===== src/rtl/lfpd_pkg.sv =====
// types and constants shared by the packet deframer files
package lfpd_pkg;

  typedef logic [7:0]  byte_t;
  typedef logic [1:0]  kind_t;
  typedef logic [15:0] id_t;

  // input command codes
  localparam logic CMD_BYTE = 1'b0;
  localparam logic CMD_TICK = 1'b1;

  // result kinds
  localparam kind_t KIND_BYTE  = 2'd0;
  localparam kind_t KIND_ID    = 2'd1;
  localparam kind_t KIND_ERROR = 2'd2;

  // packet command codes
  localparam byte_t PKT_CMD_ID  = 8'h01;
  localparam byte_t PKT_CMD_FWD = 8'h02;

  localparam byte_t CHAR_CR = 8'h0D;
  localparam byte_t CHAR_LF = 8'h0A;

  // shortest legal length field (command plus checksum)
  localparam byte_t MIN_LEN = 8'd2;

  // configuration registers
  localparam int    CFG_IDX_W   = 2;
  localparam int    CFG_W       = 8;
  localparam logic [CFG_IDX_W-1:0] REG_HEADER  = 2'd0;
  localparam logic [CFG_IDX_W-1:0] REG_TRAILER = 2'd1;
  localparam logic [CFG_IDX_W-1:0] REG_TIMEOUT = 2'd2;

  localparam byte_t RST_HEADER  = 8'hAA;
  localparam byte_t RST_TRAILER = 8'hBB;
  localparam byte_t RST_TIMEOUT = 8'd20;

  typedef struct packed {
    kind_t kind;
    byte_t data_byte;
    id_t   vendor_id;
    id_t   product_id;
    logic  last;
  } result_t;

endpackage


===== src/rtl/lfpd_if.sv =====
// valid/ready channel interfaces for input items and results
interface lfpd_in_if import lfpd_pkg::*; ();
  logic  valid;
  logic  ready;
  logic  command;
  byte_t rx_byte;

  modport source (output valid, command, rx_byte, input ready);
  modport sink   (input valid, command, rx_byte, output ready);
endinterface

interface lfpd_out_if import lfpd_pkg::*; ();
  logic  valid;
  logic  ready;
  kind_t kind;
  byte_t data_byte;
  id_t   vendor_id;
  id_t   product_id;
  logic  last;

  modport source (output valid, kind, data_byte, vendor_id, product_id, last, input ready);
  modport sink   (input valid, kind, data_byte, vendor_id, product_id, last, output ready);
endinterface


===== src/rtl/lfpd_out_stage.sv =====
// output register stage that holds one result until the sink takes it
module lfpd_out_stage import lfpd_pkg::*; (
  input  logic    clk,
  input  logic    rst,
  input  logic    load,
  input  result_t res,
  output logic    slot_free,
  lfpd_out_if.source result_out
);

  logic    valid;
  result_t held;

  assign slot_free = !valid || result_out.ready;

  always_ff @(posedge clk) begin
    if (rst) begin
      valid <= 1'b0;
    end else if (load) begin
      valid <= 1'b1;
    end else if (result_out.ready) begin
      valid <= 1'b0;
    end
  end

  always_ff @(posedge clk) begin
    if (load) begin
      held <= res;
    end
  end

  assign result_out.valid      = valid;
  assign result_out.kind       = held.kind;
  assign result_out.data_byte  = held.data_byte;
  assign result_out.vendor_id  = held.vendor_id;
  assign result_out.product_id = held.product_id;
  assign result_out.last       = held.last;

endmodule


===== src/rtl/length_framed_packet_deframer_unit.sv =====
// Packet deframer: bytes and timer ticks come in on item_in, one per transaction. A packet is
// a header byte, a length L (at least 2), L bytes (command, data, checksum) and a trailer byte,
// all kept in a BUF_DEPTH-byte buffer with one write and one registered read port. An item is
// taken whenever the result sequencer is idle; the final result of a packet may still be waiting
// in the output register at that point. A dropped packet gives one error result through the
// S_ERR state; command 1 gives an id report after four buffer reads; command 2 forwards the
// L-2 data bytes, each read from the registered buffer port in S_FRD and sent in S_FOUT, and
// then CR and LF. A stalled sink holds back each of these results.
module length_framed_packet_deframer_unit import lfpd_pkg::*; #(
  parameter int BUF_DEPTH = 64
) (
  input  logic                 clk,
  input  logic                 rst,
  input  logic                 cfg_we,
  input  logic [CFG_IDX_W-1:0] cfg_index,
  input  logic [CFG_W-1:0]     cfg_data,
  lfpd_in_if.sink              item_in,
  lfpd_out_if.source           result_out
);

  localparam int AW    = $clog2(BUF_DEPTH);
  localparam int IDX_W = $clog2(BUF_DEPTH + 1);
  localparam int CW    = (IDX_W > 9) ? IDX_W : 9;

  localparam logic [1:0] PH_HEADER  = 2'd0;
  localparam logic [1:0] PH_LENGTH  = 2'd1;
  localparam logic [1:0] PH_BODY    = 2'd2;
  localparam logic [1:0] PH_TRAILER = 2'd3;

  localparam logic [2:0] S_IDLE  = 3'd0;
  localparam logic [2:0] S_ERR   = 3'd1;
  localparam logic [2:0] S_ID    = 3'd2;
  localparam logic [2:0] S_IDOUT = 3'd3;
  localparam logic [2:0] S_FRD   = 3'd4;
  localparam logic [2:0] S_FOUT  = 3'd5;
  localparam logic [2:0] S_CR    = 3'd6;
  localparam logic [2:0] S_LF    = 3'd7;

  localparam logic [2:0] ID_READS = 3'd4;

  // configuration
  byte_t header_byte;
  byte_t trailer_byte;
  byte_t timeout_ticks;

  always_ff @(posedge clk) begin
    if (rst) begin
      header_byte   <= RST_HEADER;
      trailer_byte  <= RST_TRAILER;
      timeout_ticks <= RST_TIMEOUT;
    end else if (cfg_we) begin
      case (cfg_index)
        REG_HEADER:  header_byte   <= cfg_data;
        REG_TRAILER: trailer_byte  <= cfg_data;
        REG_TIMEOUT: timeout_ticks <= cfg_data;
        default: ;
      endcase
    end
  end

  // parser state
  logic [1:0]       phase, phase_next;
  logic [IDX_W-1:0] byte_index, byte_index_next;
  byte_t            pkt_len, pkt_len_next;
  byte_t            pkt_cmd, pkt_cmd_next;
  byte_t            timeout_left, timeout_left_next;
  logic             packet_open, packet_open_next;

  // sequencer state
  logic [2:0]       state, state_next;
  logic [2:0]       rd_cnt;
  logic [31:0]      id_word;
  logic [IDX_W-1:0] fwd_ptr;

  // packet buffer
  byte_t            pkt_mem [BUF_DEPTH];
  logic             mem_we;
  logic [AW-1:0]    mem_waddr;
  byte_t            mem_wdata;
  logic             mem_re;
  logic [AW-1:0]    mem_raddr;
  byte_t            mem_rdata;

  logic             in_fire;
  logic             buf_full;
  logic [1:0]       eff_phase;
  logic             ev_error;
  logic             ev_finish;

  logic             res_load;
  result_t          res;
  logic             slot_free;

  assign item_in.ready = (state == S_IDLE);
  assign in_fire       = item_in.valid && item_in.ready;

  always_ff @(posedge clk) begin
    if (mem_we) begin
      pkt_mem[mem_waddr] <= mem_wdata;
    end
    if (mem_re) begin
      mem_rdata <= pkt_mem[mem_raddr];
    end
  end

  always_comb begin
    phase_next        = phase;
    byte_index_next   = byte_index;
    pkt_len_next      = pkt_len;
    pkt_cmd_next      = pkt_cmd;
    timeout_left_next = timeout_left;
    packet_open_next  = packet_open;
    mem_we            = 1'b0;
    mem_waddr         = byte_index[AW-1:0];
    mem_wdata         = item_in.rx_byte;
    ev_error          = 1'b0;
    ev_finish         = 1'b0;
    buf_full  = ((phase == PH_BODY) || (phase == PH_TRAILER)) &&
                (byte_index >= IDX_W'(BUF_DEPTH));
    eff_phase = buf_full ? PH_HEADER : phase;
    if (in_fire) begin
      if (item_in.command == CMD_TICK) begin
        if (packet_open) begin
          if (timeout_left <= 8'd1) begin
            ev_error          = 1'b1;
            phase_next        = PH_HEADER;
            byte_index_next   = '0;
            timeout_left_next = '0;
            packet_open_next  = 1'b0;
          end else begin
            timeout_left_next = timeout_left - 8'd1;
          end
        end
      end else begin
        if (buf_full) begin
          ev_error          = 1'b1;
          phase_next        = PH_HEADER;
          byte_index_next   = '0;
          timeout_left_next = '0;
          packet_open_next  = 1'b0;
        end
        case (eff_phase)
          PH_HEADER: begin
            // a full buffer drop still lets this byte open a new packet
            if (item_in.rx_byte == header_byte) begin
              mem_we            = 1'b1;
              mem_waddr         = '0;
              byte_index_next   = IDX_W'(1);
              phase_next        = PH_LENGTH;
              packet_open_next  = 1'b1;
              timeout_left_next = timeout_ticks;
            end
          end
          PH_LENGTH: begin
            mem_we       = 1'b1;
            mem_waddr    = AW'(1);
            pkt_len_next = item_in.rx_byte;
            if (item_in.rx_byte < MIN_LEN) begin
              ev_error          = 1'b1;
              phase_next        = PH_HEADER;
              byte_index_next   = '0;
              timeout_left_next = '0;
              packet_open_next  = 1'b0;
            end else begin
              byte_index_next = IDX_W'(2);
              phase_next      = PH_BODY;
            end
          end
          PH_BODY: begin
            mem_we          = 1'b1;
            byte_index_next = byte_index + IDX_W'(1);
            if (byte_index == IDX_W'(2)) begin
              pkt_cmd_next = item_in.rx_byte;
            end
            // next index reaches L+2, the trailer position
            if (CW'(byte_index) == CW'(pkt_len) + CW'(1)) begin
              phase_next = PH_TRAILER;
            end
          end
          default: begin
            mem_we            = 1'b1;
            phase_next        = PH_HEADER;
            byte_index_next   = '0;
            timeout_left_next = '0;
            packet_open_next  = 1'b0;
            if (item_in.rx_byte == trailer_byte) begin
              ev_finish = 1'b1;
            end else begin
              ev_error = 1'b1;
            end
          end
        endcase
      end
    end
  end

  always_ff @(posedge clk) begin
    if (rst) begin
      phase        <= PH_HEADER;
      byte_index   <= '0;
      timeout_left <= '0;
      packet_open  <= 1'b0;
    end else begin
      phase        <= phase_next;
      byte_index   <= byte_index_next;
      timeout_left <= timeout_left_next;
      packet_open  <= packet_open_next;
    end
  end

  always_ff @(posedge clk) begin
    pkt_len <= pkt_len_next;
    pkt_cmd <= pkt_cmd_next;
  end

  // result sequencer
  always_comb begin
    state_next = state;
    mem_re     = 1'b0;
    mem_raddr  = fwd_ptr[AW-1:0];
    res_load   = 1'b0;
    res        = '0;
    case (state)
      S_IDLE: begin
        if (ev_error) begin
          state_next = S_ERR;
        end else if (ev_finish) begin
          if (pkt_cmd == PKT_CMD_ID) begin
            state_next = S_ID;
          end else if (pkt_cmd == PKT_CMD_FWD) begin
            state_next = (pkt_len == MIN_LEN) ? S_CR : S_FRD;
          end
        end
      end
      S_ERR: begin
        if (slot_free) begin
          res_load   = 1'b1;
          res.kind   = KIND_ERROR;
          res.last   = 1'b1;
          state_next = S_IDLE;
        end
      end
      S_ID: begin
        if (rd_cnt != ID_READS) begin
          mem_re    = 1'b1;
          mem_raddr = AW'(3) + AW'(rd_cnt);
        end else begin
          state_next = S_IDOUT;
        end
      end
      S_IDOUT: begin
        if (slot_free) begin
          res_load       = 1'b1;
          res.kind       = KIND_ID;
          res.vendor_id  = id_word[15:0];
          res.product_id = id_word[31:16];
          res.last       = 1'b1;
          state_next     = S_IDLE;
        end
      end
      S_FRD: begin
        mem_re     = 1'b1;
        state_next = S_FOUT;
      end
      S_FOUT: begin
        if (slot_free) begin
          res_load      = 1'b1;
          res.kind      = KIND_BYTE;
          res.data_byte = mem_rdata;
          state_next    = (CW'(fwd_ptr) == CW'(pkt_len)) ? S_CR : S_FRD;
        end
      end
      S_CR: begin
        if (slot_free) begin
          res_load      = 1'b1;
          res.kind      = KIND_BYTE;
          res.data_byte = CHAR_CR;
          state_next    = S_LF;
        end
      end
      S_LF: begin
        if (slot_free) begin
          res_load      = 1'b1;
          res.kind      = KIND_BYTE;
          res.data_byte = CHAR_LF;
          res.last      = 1'b1;
          state_next    = S_IDLE;
        end
      end
      default: state_next = S_IDLE;
    endcase
  end

  always_ff @(posedge clk) begin
    if (rst) begin
      state <= S_IDLE;
    end else begin
      state <= state_next;
    end
  end

  always_ff @(posedge clk) begin
    if (state == S_IDLE) begin
      rd_cnt  <= '0;
      fwd_ptr <= IDX_W'(3);
    end else if (state == S_ID) begin
      rd_cnt <= rd_cnt + 3'd1;
      // bytes 3..6 shift in from the top, one read behind the address
      if (rd_cnt != 3'd0) begin
        id_word <= {mem_rdata, id_word[31:8]};
      end
    end else if ((state == S_FOUT) && slot_free) begin
      fwd_ptr <= fwd_ptr + IDX_W'(1);
    end
  end

  lfpd_out_stage u_out_stage (
    .clk        (clk),
    .rst        (rst),
    .load       (res_load),
    .res        (res),
    .slot_free  (slot_free),
    .result_out (result_out)
  );

  a_open_matches_phase: assert property (@(posedge clk) disable iff (rst)
    (phase == PH_HEADER) == !packet_open)
    else $error("packet_open disagrees with parse phase");

  a_index_in_range: assert property (@(posedge clk) disable iff (rst)
    byte_index <= IDX_W'(BUF_DEPTH))
    else $error("byte index past buffer depth");

  a_error_is_last: assert property (@(posedge clk) disable iff (rst)
    (result_out.valid && (result_out.kind == KIND_ERROR)) |-> result_out.last)
    else $error("error result without last");

  a_no_input_while_busy: assert property (@(posedge clk) disable iff (rst)
    (res_load && (state != S_ERR) && (state != S_IDOUT) && !res.last) |=> !item_in.ready)
    else $error("input taken in the middle of a forward burst");

endmodule

===== src/flat_wrapper.sv =====
// flat-port wrapper written by rule: the top's interface ports become plain ports
module length_framed_packet_deframer_unit_flat import lfpd_pkg::*;
#(
  parameter int BUF_DEPTH = 64
)
  (clk, rst, cfg_we, cfg_index, cfg_data, item_in_valid, item_in_command, item_in_rx_byte, item_in_ready, result_out_valid, result_out_kind, result_out_data_byte, result_out_vendor_id, result_out_product_id, result_out_last, result_out_ready);
  lfpd_in_if item_in_i ();
  lfpd_out_if result_out_i ();
  input  logic clk;
  input  logic rst;
  input  logic cfg_we;
  input  logic [CFG_IDX_W-1:0] cfg_index;
  input  logic [CFG_W-1:0] cfg_data;
  input wire logic [$bits(item_in_i.valid)-1:0] item_in_valid;
  input wire logic [$bits(item_in_i.command)-1:0] item_in_command;
  input wire logic [$bits(item_in_i.rx_byte)-1:0] item_in_rx_byte;
  output wire logic [$bits(item_in_i.ready)-1:0] item_in_ready;
  output wire logic [$bits(result_out_i.valid)-1:0] result_out_valid;
  output wire logic [$bits(result_out_i.kind)-1:0] result_out_kind;
  output wire logic [$bits(result_out_i.data_byte)-1:0] result_out_data_byte;
  output wire logic [$bits(result_out_i.vendor_id)-1:0] result_out_vendor_id;
  output wire logic [$bits(result_out_i.product_id)-1:0] result_out_product_id;
  output wire logic [$bits(result_out_i.last)-1:0] result_out_last;
  input wire logic [$bits(result_out_i.ready)-1:0] result_out_ready;
  assign item_in_i.valid = item_in_valid;
  assign item_in_i.command = item_in_command;
  assign item_in_i.rx_byte = item_in_rx_byte;
  assign item_in_ready = item_in_i.ready;
  assign result_out_valid = result_out_i.valid;
  assign result_out_kind = result_out_i.kind;
  assign result_out_data_byte = result_out_i.data_byte;
  assign result_out_vendor_id = result_out_i.vendor_id;
  assign result_out_product_id = result_out_i.product_id;
  assign result_out_last = result_out_i.last;
  assign result_out_i.ready = result_out_ready;
  length_framed_packet_deframer_unit #(.BUF_DEPTH(BUF_DEPTH)) u_core (.clk(clk), .rst(rst), .cfg_we(cfg_we), .cfg_index(cfg_index), .cfg_data(cfg_data), .item_in(item_in_i), .result_out(result_out_i));
endmodule

===== config.mk =====
export PLATFORM = sky130hd
export DESIGN_NAME = length_framed_packet_deframer_unit_flat
export DESIGN_NICKNAME = d
export VERILOG_FILES = /design/src/rtl/lfpd_pkg.sv /design/src/rtl/lfpd_if.sv /design/src/rtl/lfpd_out_stage.sv /design/src/rtl/length_framed_packet_deframer_unit.sv /design/src/flat_wrapper.sv
export SDC_FILE = /design/constraint.sdc
export NUM_CORES = 1
export LEC_CHECK = 0
export ABC_AREA = 1
export BUFFER_PORTS_ARGS = -buffer_cell sky130_fd_sc_hd__buf_2
export CORE_ASPECT_RATIO = 1.4
export CORE_MARGIN = 2
export CORE_UTILIZATION = 55
export CTS_CLUSTER_SIZE = 40
export DETAILED_ROUTE_END_ITERATION = 6
export HOLD_SLACK_MARGIN = 0.03
export PLACE_DENSITY = 0.71
export SKIP_LAST_GASP = 1
export SLEW_MARGIN = 20
export SYNTH_ARGS = -nofsm -noshare
export SYNTH_HDL_FRONTEND = slang
export SYNTH_HIERARCHICAL = 1
export SYNTH_SLANG_ARGS = --single-unit

===== constraint.sdc =====
create_clock -name clk -period 3.7 [get_ports clk]
set_input_delay 0.185 -clock clk [delete_from_list [all_inputs] [get_ports clk]]
set_output_delay 0.185 -clock clk [all_outputs]
set_load 0.03 [all_outputs]

==> metrics.csv, run 1 <==
stage,metric,value,unit
routing,count_of_vias_placed_by_the_detailed_router,21100,
cts,path_clk_slew,0.07,ns
routing,wl_per_cell,19.8,um
power_and_ir_drop,power-per-cell-area,443,nW/um^2
synthesis,synth-async-reset-ratio,0,
final_layout,regArea,19500,um^2
timing,fin_worst_setup_slack,0.335,ns
floorplan,chip_width,201,um
cts,cts-root-to-sink-buffers,3,
critical_path,crit-reg2reg-launch,u_core/rd_cnt[0]$_SDFFE_PP0P_,
cts,worstSkewPairLatency,0.64,ns
critical_path,timing.rr.end,u_core/mem_rdata[6]$_DFFE_PP_,
cts,cts_resized,0,
hold_path,hold_path.startpoint,cfg_we,
timing,final_number_of_max_transition_violations,0,
global_route,grt.met3_usage,0.0348,
timing,final-setup-viol-count,0,
global_route,global_route.overflow_total,0,
placed_design,place.port_buffers,68,
critical_path,worstRegToRegCells,15,
cts,cts_post_setup_buffers_inserted,0,
timing,timing.final.crit_period,3.36,ns
global_route,grt_max_usage_layer,met2,
floorplan,die_h,279,um
hold_path,worst_hold_path.num_cells,5,
critical_path,cp_data_required_time,4.09,ns
critical_path,worst_setup_path_end_kind,flip-flop,
routing,via_per_inst,5.50,
final_layout,area_of_the_multi_input_gates,7570,um^2
placed_design,gp_routability_congestion,0.937,
timing,period_share,0.909,
synthesis,synth_seq_cells,667,
routing,totalWireLength,75.8,mm
critical_path,r2r_slack,0.34,ns
power_and_ir_drop,swShare,0.204,
floorplan,rows,100,
critical_path,worstSetupPathType,flip-flop to flip-flop,
synthesis,number_of_standard_cells_after_synthesis,2961,
final_layout,layout-area-overhead-vs-synth,12.2,%
placed_design,dp_slack,0.409,ns
final_layout,finalCoreUtilization,0.626,
routing,drt-initial-drc-count,1953,
cts,number_of_clock_sinks_seen_by_cts,667,
hold_path,min-delay-path-class,primary input to flip-flop,
synthesis,synth_fp_nets,2995,
synthesis,mappedNetlistArea,29700,um^2
timing,maxClockFrequency,297,MHz
run_status,run_status,finished clean,
final_layout,nNetsFinal,3097,
synthesis,synth_top_cell_area_share,0.617,
synthesis,synth-warning-count,6,
critical_path,startpoint_type,flip-flop,
global_route,grt_util_met1,0.322,
power_and_ir_drop,total_power,0.0148,W
timing,finalClockSkew,0.0312,ns
cts,cts_root_buffer,sky130_fd_sc_hd__clkbuf_16,
global_route,grt_use_met2,0.477,
final_layout,antenna_cells,0,
timing,rsz0062_at_grt,no,
power_and_ir_drop,vdd_drop_max,0.443,mV
routing,antenna_left,0,
global_route,global_route.usage.total,0.272,
cts,cts.htree.levels,2,
final_layout,leading_cell_type_in_the_layout_fill_and_taps_excluded,sky130_fd_sc_hd__edfxtp_1,
cts,cts_tree,yes,
floorplan,initial_core_util,0.558,
final_layout,fraction_of_layout_instances_using_a_drive_strength_above_1,0.0986,
synthesis,syn_area_cell,10.0,um^2
power_and_ir_drop,power.combinational.fraction,0.021,
critical_path,critical_path_peak_fanout,52,
timing,timing.final.hold_violations,0,
routing,drt_first_pass_iters,6,
floorplan,floorplan.die_area,56000,um^2
synthesis,synth_enable_flop_cells,611,
timing,slew_headroom,0.219,
synthesis,synthDominantAreaCellType,sky130_fd_sc_hd__edfxtp_1,
global_route,grt_max_degree,107,
power_and_ir_drop,share_seq_of_total_power,0.557,
final_layout,n_fill_cell,4214,
final_layout,most-common-layout-cells,"sky130_fd_sc_hd__edfxtp_1, sky130_fd_sc_hd__nand2_1, sky130_fd_sc_hd__nand3_1, sky130_fd_sc_hd__inv_1, sky130_fd_sc_hd__nor2_1",
synthesis,synth.distinct_cells,40,
timing,tightest_slew,1.17,ns
synthesis,synth-main-ff-cell,sky130_fd_sc_hd__edfxtp_1,
floorplan,core,53300,um^2
cts,clock_buffer_count_from_cts,60,
floorplan,ioPinCount,69,
critical_path,crit_arrival,3.76,ns
global_route,number_of_antenna_violations_at_the_first_check_in_global_routing,0,
cts,hold_fix_buffers_cts,16,
synthesis,share_of_synthesized_area_occupied_by_flip_flops_and_latches,0.655,
run,maxCapViolations,0,
timing,fin_setup_tns,0,ns
power_and_ir_drop,power.switching,0.00301,W
synthesis,synth_top_cells_by_area,"sky130_fd_sc_hd__edfxtp_1, sky130_fd_sc_hd__nand3_1, sky130_fd_sc_hd__nand2_1",
global_route,grt_first_pass_wirelength,116,mm
power_and_ir_drop,internal-power,0.0118,W
routing,route.detailed.drc,0,
placed_design,post-dp-hpwl,47.3,mm
power_and_ir_drop,power.leakage,13.8,nW
hold_path,hold-path-endpoint,u_core/trailer_byte[0]$_SDFFE_PP1P_,
global_route,first_global_vias,20900,
power_and_ir_drop,share_clk_of_total_power,0.422,
==> final cells by class <==
cell class,count,share of cell area
inverters,572,0.0644
clock inverters,47,0.0137
well taps,714,0.0268
flip-flops and latches,667,0.584
multi-input cells,1594,0.227
clock buffers,66,0.0457
repair buffers,168,0.0388
==> worst max path at each step <==
stage,start,end,slack [ns],cells past startpoint
6_report,u_core/rd_cnt[0]$_SDFFE_PP0P_,u_core/mem_rdata[6]$_DFFE_PP_,0.34,15
5_1_grt,u_core/rd_cnt[0]$_SDFFE_PP0P_,u_core/mem_rdata[6]$_DFFE_PP_,0.18,15
4_1_cts,u_core/rd_cnt[0]$_SDFFE_PP0P_,u_core/mem_rdata[6]$_DFFE_PP_,0.39,15
3_5_place_dp,u_core/rd_cnt[0]$_SDFFE_PP0P_,u_core/mem_rdata[6]$_DFFE_PP_,0.41,15
3_3_place_gp,u_core/rd_cnt[0]$_SDFFE_PP0P_,u_core/mem_rdata[6]$_DFFE_PP_,0.46,15
2_1_floorplan,u_core/state[0]$_SDFFE_PP0P_,u_core/u_out_stage/result_out.data_byte[0]$_DFFE_PP_,0.69,4
==> metrics by stage <==
step / hold WS [ns] / cell area [um^2] / instances
after detailed placement: 0.434 / 31200 / 3698
after global placement: 0.431 / 31200 / 3698
after floorplan: 0.247 / 29700 / 2961
final: 0.0193 / 33400 / 3828
after global routing: 0.0489 / 33400 / 3828
after CTS: 0.0312 / 33300 / 3827
==> state kept, by name (all words and copies together), names as in the netlist, 16 cells and up <==
name / cells
u_core/u_out_stage/result_out.product_id: 16
u_core/pkt_mem: 512
u_core/id_word: 32
u_core/u_out_stage/result_out.vendor_id: 16
==> power groups by stage <==
stage | Combinational [W] | Sequential, W | Clock (W)
2_1_floorplan | 0.000114 | 0.00839 | 0
3_3_place_gp | 0.000290 | 0.00840 | 0
3_5_place_dp | 0.000297 | 0.00840 | 0
4_1_cts | 0.000310 | 0.00823 | 0.00632
5_1_grt | 0.000340 | 0.00823 | 0.00660
6_report | 0.000313 | 0.00823 | 0.00624
==> metal layers <==
metal	share of wire	up-vias
li1	-	9905
met1	0.37	10000
met2	0.51	929
met3	0.070	205
met4	0.057	0
met5	0	-
==> synth_stat cells, drive strengths merged (3+ instances only) <==
cell	n
o211ai	5
edfxtp	611
xnor2	15
clkbuf	43
dfxtp	56
xor2	7
buf	85
nor4	3
nor3	20
ha	10
o21ai	63
or2	5
inv	572
nand3	592
nand4	8
nand3b	33
nor2	173
a21oi	37
nand2	614
o21a	3
==> logic make-up (layout without fill, tap and decap cells) <==
kind of cell | after synthesis | after routing | synth area share
buf+inv | 700 | 853 | 0.0932
compound gates | 112 | 112 | 0.0206
flops | 667 | 667 | 0.655
xor+xnor | 22 | 22 | 0.00648
fa+ha+maj | 10 | 10 | 0.00421
simple gates | 1450 | 1450 | 0.221
==> critical path, stage by stage (launching register included) <==
cell                      delay (ns)
sky130_fd_sc_hd__dfxtp_1        0.34
sky130_fd_sc_hd__inv_1          0.13
sky130_fd_sc_hd__ha_1           0.28
sky130_fd_sc_hd__nand2_2        0.11
sky130_fd_sc_hd__nand3_2        0.29
sky130_fd_sc_hd__nand2_2        0.29
sky130_fd_sc_hd__nand2_8        0.23
sky130_fd_sc_hd__buf_12         0.27
sky130_fd_sc_hd__buf_12         0.25
sky130_fd_sc_hd__nand2_1        0.08
sky130_fd_sc_hd__nand3_1        0.11
sky130_fd_sc_hd__nand3_1        0.09
sky130_fd_sc_hd__nand3_1        0.15
sky130_fd_sc_hd__nand3_1        0.22
sky130_fd_sc_hd__nand3_1        0.17
sky130_fd_sc_hd__nand2_1        0.06
(Power assumes the default switching activity.)
==> run 2: changes to the inputs <==
--- a/config.mk
+++ b/config.mk
@@ -5,15 +5,16 @@
 export SDC_FILE = /design/constraint.sdc
 export NUM_CORES = 1
 export LEC_CHECK = 0
-export ABC_AREA = 1
+export ABC_AREA = 0
 export BUFFER_PORTS_ARGS = -buffer_cell sky130_fd_sc_hd__buf_2
 export CORE_ASPECT_RATIO = 1.4
 export CORE_MARGIN = 2
 export CORE_UTILIZATION = 55
 export CTS_CLUSTER_SIZE = 40
 export DETAILED_ROUTE_END_ITERATION = 6
+export GPL_ROUTABILITY_DRIVEN = 0
 export HOLD_SLACK_MARGIN = 0.03
-export PLACE_DENSITY = 0.71
+export PLACE_DENSITY = 0.72
 export SKIP_LAST_GASP = 1
 export SLEW_MARGIN = 20
 export SYNTH_ARGS = -nofsm -noshare
==> run 2 against run 1 <==
Critical path depth shrank 4. Clock power shrank 2%. Largest cell class unchanged. Synthesized area shrank 7.2%. Clock-buffer cell count grew 9. Sequential power is essentially flat. Design area shrank 6.2%. Fmax shrank 7.7%. Via count shrank 12%. Final cell count shrank 26%. Critical path type unchanged. Highest routed layer unchanged. Power is essentially flat. Sequential share of layout area grew 3.9 points.
==> metrics.csv, run 2 <==
stage,metric,value,unit,change
run_status,run_status,finished clean,,
synthesis,synth-main-ff-cell,sky130_fd_sc_hd__edfxtp_1,,
power_and_ir_drop,power.leakage,10.4,nW,-25%
critical_path,crit_arrival,4.11,ns,+0.35 ns
synthesis,synth-async-reset-ratio,0,,unchanged
synthesis,most_repeated_cell_in_the_gate_level_netlist_after_synthesis,sky130_fd_sc_hd__edfxtp_1,,
floorplan,core,49800,um^2,-6.6%
synthesis,synth_top_cells_by_area,"sky130_fd_sc_hd__edfxtp_1, sky130_fd_sc_hd__dfxtp_1, sky130_fd_sc_hd__a221o_1",,
routing,route.met2.wl,37.2,mm,-3.0%
critical_path,timing.rr.end,u_core/mem_rdata[5]$_DFFE_PP_,,
global_route,global_route.overflow_total,0,,unchanged
routing,wl_met3,6.31,mm,+20%
cts,cts_post_setup_buffers_inserted,0,,unchanged
critical_path,startpoint_type,flip-flop,,
timing,timing.final.crit_period,3.65,ns,+0.282 ns
floorplan,floorplan.die_area,52000,um^2,-7.1%
final_layout,leading_cell_type_in_the_layout_fill_and_taps_excluded,sky130_fd_sc_hd__edfxtp_1,,
critical_path,cpMaxStageDelayCell,sky130_fd_sc_hd__a31oi_1,,
cts,cts.htree.levels,2,,unchanged
power_and_ir_drop,share_seq_of_total_power,0.559,,+0.002
critical_path,critical_path_peak_fanout,38,,-27%
critical_path,worst_setup_path_end_kind,flip-flop,,
synthesis,post_synth_most_frequent_cells,"sky130_fd_sc_hd__edfxtp_1, sky130_fd_sc_hd__nand2_1, sky130_fd_sc_hd__clkbuf_1, sky130_fd_sc_hd__nor2_1, sky130_fd_sc_hd__a21oi_1",,
cts,cts_tree,yes,,
placed_design,placed_cells_incl_taps,2710,,-27%
floorplan,chip_width,193,um,-3.6%
critical_path,path_cells,inv_1 > ha_1 > buf_4 > nand2_1 > a21boi_4 > nor2_4 > buf_4 > a21oi_1 > a221o_1 > a31oi_1 > or4_1,,
timing,tightest_slew,1.21,ns,+0.0444 ns
floorplan,rows,97,,-3.0%
final_layout,fraction_of_layout_instances_using_a_drive_strength_above_1,0.141,,+0.0422
critical_path,worstSetupPathType,flip-flop to flip-flop,,
cts,clock_buffer_count_from_cts,59,,-1.7%
timing,slew_headroom,0.185,,-0.0342
timing,final.hold.worst_slack,0.0855,ns,+0.0663 ns
global_route,grt_first_pass_wirelength,111,mm,-4.9%
timing,fin_worst_setup_slack,0.0533,ns,-0.282 ns
cts,worstSkewPairLatency,0.61,ns,-0.03 ns
synthesis,synthDominantAreaCellType,sky130_fd_sc_hd__edfxtp_1,,
floorplan,ioPinCount,69,,unchanged
power_and_ir_drop,internal-power,0.0118,W,-0.15%
final_layout,layout-area-overhead-vs-synth,13.4,%,
routing,antenna_left,0,,unchanged
timing,timing.final.hold_violations,0,,unchanged
synthesis,synth.distinct_cells,66,,+65%
final_layout,top_register,u_core/pkt_mem,,
synthesis,synth_enable_flop_cells,611,,unchanged
synthesis,synth_fp_nets,2068,,-31%
placed_design,dp_slack,0.252,ns,-0.156 ns
synthesis,mappedNetlistArea,27600,um^2,-7.2%
final_layout,layout.cells.non_filler,2830,,-26%
hold_path,hold_path.startpoint,item_in_command,,
floorplan,initial_core_util,0.554,,-0.00358
routing,count_of_vias_placed_by_the_detailed_router,18600,,-12%
global_route,grt_max_degree,122,,+14%
routing,drt_first_pass_iters,6,,unchanged
final_layout,largest_registers,"u_core/pkt_mem: 512 flops, u_core/id_word: 32 flops",,
hold_path,worst_hold_path.num_cells,4,,-1
timing,fin_setup_tns,0,ns,unchanged
critical_path,cp_data_required_time,4.17,ns,+0.08 ns
synthesis,synth_top_cell_area_share,0.665,,+0.0482
routing,totalWireLength,74.6,mm,-1.6%
critical_path,worstRegToRegCells,11,,-4
timing,rsz0062_at_grt,no,,
hold_path,min-delay-path-class,primary input to flip-flop,,
floorplan,die_h,269,um,-3.6%
power_and_ir_drop,power-per-cell-area,473,nW/um^2,+6.6%
run,maxCapViolations,0,,unchanged
timing,finalClockSkew,0.0217,ns,-0.00947 ns
cts,cts_root_buffer,sky130_fd_sc_hd__clkbuf_16,,
routing,wl_per_cell,26.4,um,+33%
synthesis,synth_seq_cells,667,,unchanged
power_and_ir_drop,swShare,0.205,,+0.000758
synthesis,share_of_synthesized_area_occupied_by_flip_flops_and_latches,0.706,,+0.0511
global_route,global_route.usage.total,0.282,,+0.0103
power_and_ir_drop,power.combinational.fraction,0.028,,+0.007
cts,cts-root-to-sink-buffers,3,,unchanged
critical_path,cp_common_cell,sky130_fd_sc_hd__buf_4,,
global_route,first_global_vias,18000,,-14%
hold_path,hold-path-endpoint,u_core/byte_index[1]$_SDFFE_PP0P_,,
final_layout,largest_reg_flops,512,,unchanged
cts,path_clk_slew,0.07,ns,about the same
timing,final_number_of_max_transition_violations,0,,unchanged
synthesis,synth-warning-count,6,,unchanged
cts,number_of_clock_sinks_seen_by_cts,667,,unchanged
synthesis,syn_area_cell,13.6,um^2,+35%
routing,wl_met1,26.7,mm,-4.2%
timing,maxClockFrequency,274,MHz,-7.7%
routing,via_per_inst,6.58,,+20%
routing,drt-initial-drc-count,2342,,+20%
routing,routed.top_layer,met4,,
placed_design,place.port_buffers,68,,unchanged
critical_path,critical_path.max_stage_delay,0.59,ns,+0.25 ns
synthesis,number_of_standard_cells_after_synthesis,2034,,-31%
final_layout,nNetsFinal,2172,,-30%
power_and_ir_drop,share_clk_of_total_power,0.413,,-0.009
placed_design,post-dp-hpwl,47.5,mm,+0.55%
timing,final-setup-viol-count,0,,unchanged
power_and_ir_drop,vdd_drop_max,0.424,mV,-4.2%
final_layout,antenna_cells,0,,unchanged
global_route,number_of_antenna_violations_at_the_first_check_in_global_routing,0,,unchanged
final_layout,most-common-layout-cells,"sky130_fd_sc_hd__edfxtp_1, sky130_fd_sc_hd__nand2_1, sky130_fd_sc_hd__nor2_1, sky130_fd_sc_hd__a21oi_1, sky130_fd_sc_hd__o21ai_0",,
timing,period_share,0.986,,+0.0762
critical_path,crit-reg2reg-launch,u_core/rd_cnt[0]$_SDFFE_PP0P_,,
routing,route.detailed.drc,0,,unchanged
critical_path,r2r_slack,0.05,ns,-0.28 ns
power_and_ir_drop,power.switching,0.00302,W,+0.32%
## run 2: cell types whose count changed after synthesis, moves of 43 or more
| cell | delta |
|---|---|
| sky130_fd_sc_hd__inv_1 | -549 |
| sky130_fd_sc_hd__nand3_1 | -467 |
| sky130_fd_sc_hd__nand2_1 | -447 |
| sky130_fd_sc_hd__a21oi_1 | +88 |
| sky130_fd_sc_hd__clkbuf_1 | +88 |
| sky130_fd_sc_hd__a221o_1 | +64 |
| sky130_fd_sc_hd__a32oi_1 | +64 |
| sky130_fd_sc_hd__o21ai_0 | +60 |
| sky130_fd_sc_hd__buf_2 | -55 |
| sky130_fd_sc_hd__mux2i_1 | +43 |
## run 2: worst max path at each step
stage	from	to
final	u_core/rd_cnt[0]$_SDFFE_PP0P_	u_core/mem_rdata[5]$_DFFE_PP_
after global routing	u_core/rd_cnt[1]$_SDFFE_PP0P_	u_core/mem_rdata[5]$_DFFE_PP_
after CTS	u_core/state[1]$_SDFFE_PP0P_	u_core/mem_rdata[5]$_DFFE_PP_
after detailed placement	u_core/state[1]$_SDFFE_PP0P_	u_core/mem_rdata[5]$_DFFE_PP_
after global placement	u_core/state[1]$_SDFFE_PP0P_	u_core/mem_rdata[5]$_DFFE_PP_
after floorplan	u_core/state[0]$_SDFFE_PP0P_	u_core/u_out_stage/result_out.data_byte[0]$_DFFE_PP_
## run 2: power by group through the flow
| stage | logic, W | registers, W | clock network [W] |
|---|---|---|---|
| CTS | 0.000402 | 0.00826 | 0.00616 |
| detailed placement | 0.000393 | 0.00843 | 0 |
| global route | 0.000428 | 0.00826 | 0.00642 |
| global placement | 0.000379 | 0.00843 | 0 |
| floorplan | 0.000128 | 0.00847 | 0 |
| finish | 0.000408 | 0.00826 | 0.00611 |
## run 2: per-layer routing
metal,track usage,vias to the layer above
li1,-,8135
met1,0.349,9163
met2,0.485,1118
met3,0.0358,219
met4,0.157,0
met5,0,-
## run 2: timing repair
item,in CTS,in global routing
setup endpoints to repair,0,1
hold buffers,10,0
endpoints found under the hold margin,27,0
resized for setup,0,1
## run 2: per-stage QoR
step	utilization	power, W	area, um^2
final	0.629	0.0148	31300
after global routing	0.629	0.0151	31300
after CTS	0.628	0.0148	31300
after global placement	0.587	0.00881	29200
after floorplan	-	0.00860	27600
after detailed placement	0.588	0.00882	29200
## run 2: worst max-delay path: cells and delay by family (launching register included)
family	cells	cell delay (ns)
DFF	1	0.34
buffers and inverters	3	0.76
AOI/OAI and AO/OA	4	1.29
and+or+nand+nor	3	0.90
adders and majority gates	1	0.22
## run 2: area by class of cell
cell class / count / area (um^2)
clock buffers: 75 / 1600
clock inverters: 35 / 322
fillers: 3704 / 18500
inverters: 16 / 60.1
multi-input cells: 1192 / 7510
flip-flops and latches: 667 / 19500
well taps: 643 / 805
repair buffers: 202 / 1520
## run 2: kinds of logic after synthesis
| family | after synthesis | share of synthesized area |
|---|---|---|
| flops | 667 | 0.706 |
| fa+ha+maj | 10 | 0.00454 |
| mux | 44 | 0.0160 |
| compound gates | 524 | 0.132 |
| simple gates | 573 | 0.103 |
| xor+xnor | 41 | 0.0130 |
| buf+inv | 175 | 0.0255 |
